### src/design/mi3_pkg.sv
// ----------------------------------------------------------------------------
// mi3_pkg
// Shared types, widths and the restoring division step of the 3x3 inverter.
// ----------------------------------------------------------------------------
package mi3_pkg;

  localparam int unsigned NumLanes = 9;
  localparam int unsigned DataW    = 32;
  localparam int unsigned ProdW    = 64;
  localparam int unsigned CofW     = 65;
  localparam int unsigned CmagW    = 64;
  localparam int unsigned DetW     = 97;
  localparam int unsigned MagW     = 96;
  localparam int unsigned QW       = 32;
  localparam int unsigned EpsW     = 31;
  localparam int unsigned DvalW    = 64;

  typedef struct packed {
    logic signed [DataW-1:0] a00;
    logic signed [DataW-1:0] a01;
    logic signed [DataW-1:0] a02;
    logic signed [DataW-1:0] a10;
    logic signed [DataW-1:0] a11;
    logic signed [DataW-1:0] a12;
    logic signed [DataW-1:0] a20;
    logic signed [DataW-1:0] a21;
    logic signed [DataW-1:0] a22;
  } in_t;

  typedef struct packed {
    logic signed [DataW-1:0] b00;
    logic signed [DataW-1:0] b01;
    logic signed [DataW-1:0] b02;
    logic signed [DataW-1:0] b10;
    logic signed [DataW-1:0] b11;
    logic signed [DataW-1:0] b12;
    logic signed [DataW-1:0] b20;
    logic signed [DataW-1:0] b21;
    logic signed [DataW-1:0] b22;
    logic signed [DvalW-1:0] det_value;
    logic                    singular;
  } out_t;

  typedef logic signed [CofW-1:0] cof_t;

  // per element divider state
  typedef struct packed {
    logic [MagW-1:0] rem;
    logic [QW-1:0]   lq;
    logic            neg;
    logic            sat;
  } lane_t;

  // determinant side band, shared by all elements
  typedef struct packed {
    logic [MagW-1:0] dmag;
    logic            dneg;
    logic            singular;
    logic [DetW-1:0] drnd;
  } side_t;

  // one restoring step: shift in the next numerator bit, emit one quotient bit
  function automatic lane_t div_step(lane_t a, logic [MagW-1:0] d);
    logic [MagW:0] rs;
    logic          ge;
    lane_t         r;
    rs    = {a.rem, a.lq[QW-1]};
    ge    = rs >= {1'b0, d};
    r     = a;
    r.rem = ge ? MagW'(rs - {1'b0, d}) : MagW'(rs);
    r.lq  = {a.lq[QW-2:0], ge};
    return r;
  endfunction

endpackage

### src/design/mi3_finish.sv
// ----------------------------------------------------------------------------
// mi3_finish
// Rounds the quotients, saturates, applies signs and the singular zeroing;
// the second stage is the output register.
// ----------------------------------------------------------------------------
module mi3_finish import mi3_pkg::*; (
  input  logic  clk_i,
  input  logic  rst_ni,
  input  logic  en_i,
  input  logic  valid_i,
  input  lane_t lane_i [NumLanes],
  input  side_t side_i,
  output logic  valid_o,
  output out_t  data_o
);

  logic [QW:0]             q_q   [NumLanes];
  logic                    neg_q [NumLanes];
  logic                    sat_q [NumLanes];
  side_t                   side_q;
  logic signed [DataW-1:0] b     [NumLanes];
  logic [DvalW-1:0]        dlim, dv;
  out_t                    out_d, out_q;
  logic [1:0]              vld_q;

  for (genvar l = 0; l < NumLanes; l++) begin : g_lane
    logic       inc;
    logic [QW:0] lim, v;
    // round half away from zero on the magnitude
    assign inc = {lane_i[l].rem, 1'b0} >= {1'b0, side_i.dmag};
    assign lim = neg_q[l] ? (33'd1 << (QW - 1)) : ((33'd1 << (QW - 1)) - 33'd1);
    assign v   = (sat_q[l] || q_q[l] > lim) ? lim : q_q[l];
    assign b[l] = side_q.singular ? '0 :
                  (neg_q[l] ? DataW'(-v) : DataW'(v));
    always_ff @(posedge clk_i) begin
      if (en_i) begin
        q_q[l]   <= {1'b0, lane_i[l].lq} + (QW+1)'(inc);
        neg_q[l] <= lane_i[l].neg;
        sat_q[l] <= lane_i[l].sat;
      end
    end
  end

  always_comb begin
    dlim = side_q.dneg ? (64'd1 << (DvalW - 1)) : ((64'd1 << (DvalW - 1)) - 64'd1);
    dv   = (side_q.drnd > DetW'(dlim)) ? dlim : side_q.drnd[DvalW-1:0];
    out_d.b00 = b[0];
    out_d.b01 = b[1];
    out_d.b02 = b[2];
    out_d.b10 = b[3];
    out_d.b11 = b[4];
    out_d.b12 = b[5];
    out_d.b20 = b[6];
    out_d.b21 = b[7];
    out_d.b22 = b[8];
    out_d.det_value = side_q.dneg ? -dv : dv;
    out_d.singular  = side_q.singular;
  end

  always_ff @(posedge clk_i) begin
    if (en_i) begin
      side_q <= side_i;
      out_q  <= out_d;
    end
  end

  always_ff @(posedge clk_i or negedge rst_ni) begin
    if (!rst_ni) begin
      vld_q <= '0;
    end else if (en_i) begin
      vld_q <= {vld_q[0], valid_i};
    end
  end

  assign valid_o = vld_q[1];
  assign data_o  = out_q;

endmodule

### config.mk
export PLATFORM = sky130hd
export DESIGN_NAME = mi3_finish
export DESIGN_NICKNAME = d
export VERILOG_FILES = /design/src/design/mi3_pkg.sv /design/src/design/mi3_finish.sv
export SDC_FILE = /design/constraint.sdc
export NUM_CORES = 2
export LEC_CHECK = 0
export BUFFER_PORTS_ARGS = -buffer_cell sky130_fd_sc_hd__clkbuf_2
export CORE_AREA = 2 2 668 670
export CTS_CLUSTER_SIZE = 12
export DETAILED_ROUTE_END_ITERATION = 10
export DIE_AREA = 0 0 670 672
export SLEW_MARGIN = 40
export SYNTH_ARGS = -nofsm -noshare
export SYNTH_HDL_FRONTEND = slang
export SYNTH_SLANG_ARGS = --single-unit
### constraint.sdc
create_clock -name clk_i -period 11.3 [get_ports clk_i]
set_clock_uncertainty 0.15 [all_clocks]
set_input_delay 0 -clock clk_i [delete_from_list [all_inputs] [get_ports clk_i]]
set_output_delay 0 -clock clk_i [all_outputs]
set_load 0.005 [all_outputs]
# == After elaboration in Yosys (flattened, before gate mapping) ==
# Memory sizes are Yosys's and may differ from the RTL's.
# Index checks and enable logic that the tools add are counted.
# classes
magnitude_cmp,19
addsub,19
n_reduce_logical,9
n_mux,32
# ops
cell,count
$ge A97 B96 Y1,9
$mux W32,27
$add A32 B1 Y33,9
$gt A33 B32 Y1,9
$neg A32 Y32,9
$mux W64,3
$gt A97 B64 Y1,1
$neg A64 Y64,1
$logic_or A1 B1 Y1,9
$mux W1,2
# totals
reg_bits,454
in_bits,1369
ram_bits,315
elab_cells,97
n_memories,3
# memory_table
memory,words,word_bits,rd,rd_ports_with_merged_regs,write_ports,line,source
q_q,9,33,9,0,9,mi3_finish.sv:17,logic [QW:0] q_q [NumLanes];
neg_q,9,1,9,0,9,mi3_finish.sv:18,logic neg_q [NumLanes];
sat_q,9,1,9,0,9,mi3_finish.sv:19,logic sat_q [NumLanes];

# == Longest topological paths before layout ==
# An unclocked memory read counts as a cell.
# logic_depth
word_depth,7
depth_mapped,26
mapped_depth_nobuf,22

# == Least setup slack after synthesis ==
# OpenSTA, ideal clock, no wires.
# synth_timing
kind,register to register
from,reg side_q[98] (netlist name)
to,"reg out_q, in the netlist data_o[61] (data pin)"
t_arrival_ns,6.367
synth_period_minus_slack_ns,6.705
setup_slack_ns,4.595
path_stages_with_launch,24
required_time_ns,10.962
cell_sequence,edfxtp_1 clkinv_1 clkbuf_1 clkbuf_1 ha_1 nand4b_1 nor4_1 o21ai_0 a221oi_1 nor3_1 a21o_1 clkbuf_1 clkbuf_1 buf_1 a21o_1 inv_1 ha_1 nand3b_1 or4_1 nor4_1 mux2i_1 nor2_1 a21oi_1 o41ai_1
# synth_rtl
item,line,source
"start, declared",mi3_finish.sv:20,side_t side_q;
"start signal, assigned",mi3_finish.sv:62,side_q <= side_i;
"end signal, assigned",mi3_finish.sv:63,out_q <= out_d;
"end, declared",mi3_finish.sv:23,"out_t out_d, out_q;"

==> impl_results.md <==
- Outcome: complete, no violations
- Largest fanout on the critical path: 69
- Fillers: 48318
- Initial antenna violation count: around 230
- Vias in the first global route: between 60000 and 70000
- GPL Wtd Cong: slightly above 1
- Resized Gates After CTS: 0
- Tmin final: slightly above 7 ns
- Hold Path Class: in -> reg
- Tot Pwr: 10.00 mW
- Place WS: between 3 and 4 ns
- Synth area leaders: edfxtp_1 34%, ha_1 23%, a21o_1 4.6%
- Routed wire length per instance: about 28 um
- Slew headroom: 0.3901
- Yosys top cell area share: 0.3358
- Via count: 73996
- Seq/Total Area, Yosys: 0.3365
- Core area: approximately 440000 sq um
- Met1 usage: 0.2165
- TritonCTS clock tree: built
- Residual DRC: 0
- DR vias/cell: 4.571
- Int Power: between 6 and 7 mW
- Io pins: approximately 1700
- Final hold violations: 0
- Total GRT Usage: 0.1931
- Cell accounting for the most synthesized area: edfxtp_1
- Post-Syn Instances: roughly 7200
- Clock tree buffer depth: 4
- Initial core utilization: 0.1547
- Grt total ovfl: 0
- Final count of negative-setup-slack endpoints: 0
- Clk slew on worst S/H paths: 0.06 ns
- Cell variety after synth: 83
- Static Leak: 42.28 nW
- Share of layout cells above drive strength 1: 0.2229
- EDFF count, synth: 767
- Clock latency on the worst-skew pair: between 0.8 and 0.9 ns
- Syn Nets: slightly below 10000
- Sw frac: 0.3419
- Dominant synthesized flop cell: edfxtp_1
- Met2 GRT Util: 0.3228
- Worst setup margin: 4.088 ns
- Routed WL: ~460 mm
- Mean Syn Cell Area: between 9 and 10 sq um
- Register-to-Register Setup Slack: between 4 and 5 ns
- DRT Pass-1 Iters: 6
- CP Data Arrival Time: around 7.6 ns
- Crit path kind: reg -> reg
- Area of the die: ~450000 sq um
- Peak Freq: 138.7 MHz
- First-pass GRT wire length: roughly 600 mm
- CP startpoint: neg_q[0][1]$_DFFE_PP_
- Peak supply drop: around 110 uV
- Pwr/cell area: about 100 nW/um^2
- FF-to-FF path depth: 20
- Dpl hpwl: between 300 and 400 mm
- H-tree levels: 3
- Met3 Track Usage GR: 0.04097
- Iter 0 DRT Violations: around 7400
- # Post-CTS Setup Buffers: 0
- Largest net degree at the start of global routing: 155
- R2R Path End: data_o[315]$_SDFFCE_PP0P_
- Synthesis-to-layout area growth: 44.70%
- Max_cap viols: 0
- CP max stage delay: 0.67 ns
- Clk root buf: clkbuf_16
- Flop pwr share: 0.373
- Die height: approximately 670 um
- Die width: around 670 um
- Worst setup EP type: flop
- Setup TNS: 0 ns
- # rows: around 250
- Worst-Margin Slew: a little over 0.9 ns
- Number of routed nets with antenna violations: 0
- Max-slew violations: 0
- Logic pwr share: 0.304
- Fin crit share: 0.6382
- Ys async rst share: 0.002601
- Req. time, crit path: between 10 and 15 ns
- CP endpoint: data_o[315]$_SDFFCE_PP0P_
- Port bufs: 1722
- Critical R2R Launch: neg_q[0][1]$_DFFE_PP_
- RSZ-0062 raised after global routing: no
- Critical-path cell list: buf_4 > inv_1 > buf_4 > ha_1 > nand4b_1 > or4_1 > nor2_1 > nand3b_1 > nand2_1 > nor2_1 > a21oi_1 > ha_1 > nand3b_1 > or3_1 > or2_2 > or4_1 > a21oi_1 > o22ai_1 > a31o_2 > a221oi_1
- CP max-delay cell: nand2_1
- Hold_buf cts: approximately 1000
- Crit start category: flop
- Synth Register Bits: 769
- Sw power: about 3.4 mW
- Clk pwr share: 0.323
- Nets: around 13000
- Most Crowded Layer GR: met2
- Yosys warning count: 0
- Sinks on Clock Net: 769
- Synth Cell Area: between 60000 and 70000 sq um
- CTS Buf Count: approximately 100
- Layout Utilization: 0.2238
-- cells by family (layout without fill, tap and decap cells) --
kind of cell / count (synthesis) / count (layout) / synth area share
simple gates: 2350 / 2350 / 0.1742
other cells: 0 / 264 / 0
flops: 769 / 769 / 0.3365
compound gates: 2013 / 2013 / 0.1844
fa+ha+maj: 1235 / 1235 / 0.2253
buf+inv: 394 / 3204 / 0.02156
mux: 129 / 129 / 0.02014
xor+xnor: 297 / 297 / 0.03792
-- cell usage in the layout, fill, tap and decap left out, types with 27 or more instances in the layout --
cell type         n
clkbuf_2       1721
inv_1           141
diode_2         264
o31ai_1          43
o211ai_1         38
a21o_1          423
mux2_2           68
nor2_1          486
xor2_1           85
or3_1            86
mux2i_1          60
and3_1           87
nor3_1          220
a221oi_1         45
nand2_1         496
dlygate4sd3_1  1003
o21a_1           61
edfxtp_1        767
xnor2_1         212
or4_1            32
and4_1           27
o21ai_0         492
ha_1           1235
nor4_1           90
nand3_1         195
buf_4           116
a21oi_1         584
or2_2            47
a31oi_1          36
nand2b_1         69
clkbuf_16       100
nand4_1         300
nor2b_1         102
a211oi_1         79
-- synthesized netlist by cell type, types with 17 or more instances --
cell and instances:
nor2b_1 102, nand2_1 500, and4_1 27, a2111oi_0 17, nand4b_1 20, mux2_2 68, or4_1 32, and2_1 25
mux2i_1 60, nand3_1 195, nand2b_1 69, o21a_1 61, nor3_1 230, and3_1 87, a31oi_1 36, a221oi_1 46
edfxtp_1 767, a211oi_1 85, a21oi_1 590, xnor2_1 212, ha_1 1235, nand4_1 300, or3_1 86, or2_2 47
o21ai_0 500, nor2_1 489, clkbuf_1 211, nor4_1 102, inv_1 167, o31ai_1 45, o211ai_1 38, a21o_1 423
xor2_1 85
-- worst min path at each step --
stage	startpoint	to	slack (ns)	cells past startpoint
after floorplan	rst_ni	vld_q[0]$_DFFE_PN0P_	-0.45	0
after global placement	rst_ni	vld_q[1]$_DFFE_PN0P_	-0.35	1
after detailed placement	rst_ni	vld_q[1]$_DFFE_PN0P_	-0.34	1
after CTS	lane_i[546]	q_q[0][158]$_DFFE_PP_	0.002	4
after global routing	lane_i[812]	q_q[0][96]$_DFFE_PP_	0.06	4
final	lane_i[389]	q_q[0][199]$_DFFE_PP_	0.04	6
-- per-stage QoR --
| step | std cells | hold slack [ns] | cell area (sq um) |
|---|---|---|---|
| 6_report | 16189 | 0.04209 | 99260 |
| 5_1_grt | 16125 | 0.05642 | 99100 |
| 3_3_place_gp | 14736 | -0.3453 | 85010 |
| 2_1_floorplan | 7187 | -0.4456 | 68600 |
| 4_1_cts | 15924 | 0.001747 | 98520 |
| 3_5_place_dp | 14746 | -0.3439 | 85260 |
-- sequential cells by signal (all words and copies together) (netlist names) --
register	flops
data_o	353
q_q	297
side_q	98
neg_q	9
sat_q	9
vld_q	2
out_d	1
-- metal layers --
layer  vias to the layer above  routed length [um]  share of wire
li1                      33606                   -              -
met1                     35457              168800           0.37
met2                      3951              214400           0.47
met3                       928               34110          0.075
met4                        54               37800          0.083
met5                         -                 428        0.00094
-- power by group through the flow --
stage                     Clock, mW  Combinational (mW)  Sequential [mW]
after floorplan                   0                1.34             3.67
after global placement            0                2.65             3.77
after detailed placement          0                2.69             3.77
after CTS                      3.31                3.03             3.72
after global routing           3.40                3.32             3.75
final                          3.24                3.04             3.73
-- critical path, delay by kind of cell, from the launching register on --
kind | cells | cell delay, ns
AO/OA/AOI/OAI | 5 | 1.22
adder cells (fa/ha/maj) | 2 | 0.70
buffers and inverters | 3 | 0.93
flip-flops | 1 | 0.33
AND/OR/NAND/NOR | 10 | 3.62
-- layout make-up --
class                      count  area (sq um)  area share
timing repair buffer        2856         19800      0.1994
clock inverter                60         663.1    0.006681
tap                         5928          7417     0.07472
inverter                     173         665.6    0.006706
multi-input combinational   6024         44420      0.4475
sequential                   769         23080      0.2325
clock buffer                 115          2559     0.02578
antenna                      264         660.6    0.006655
(Power assumes the default switching activity.)
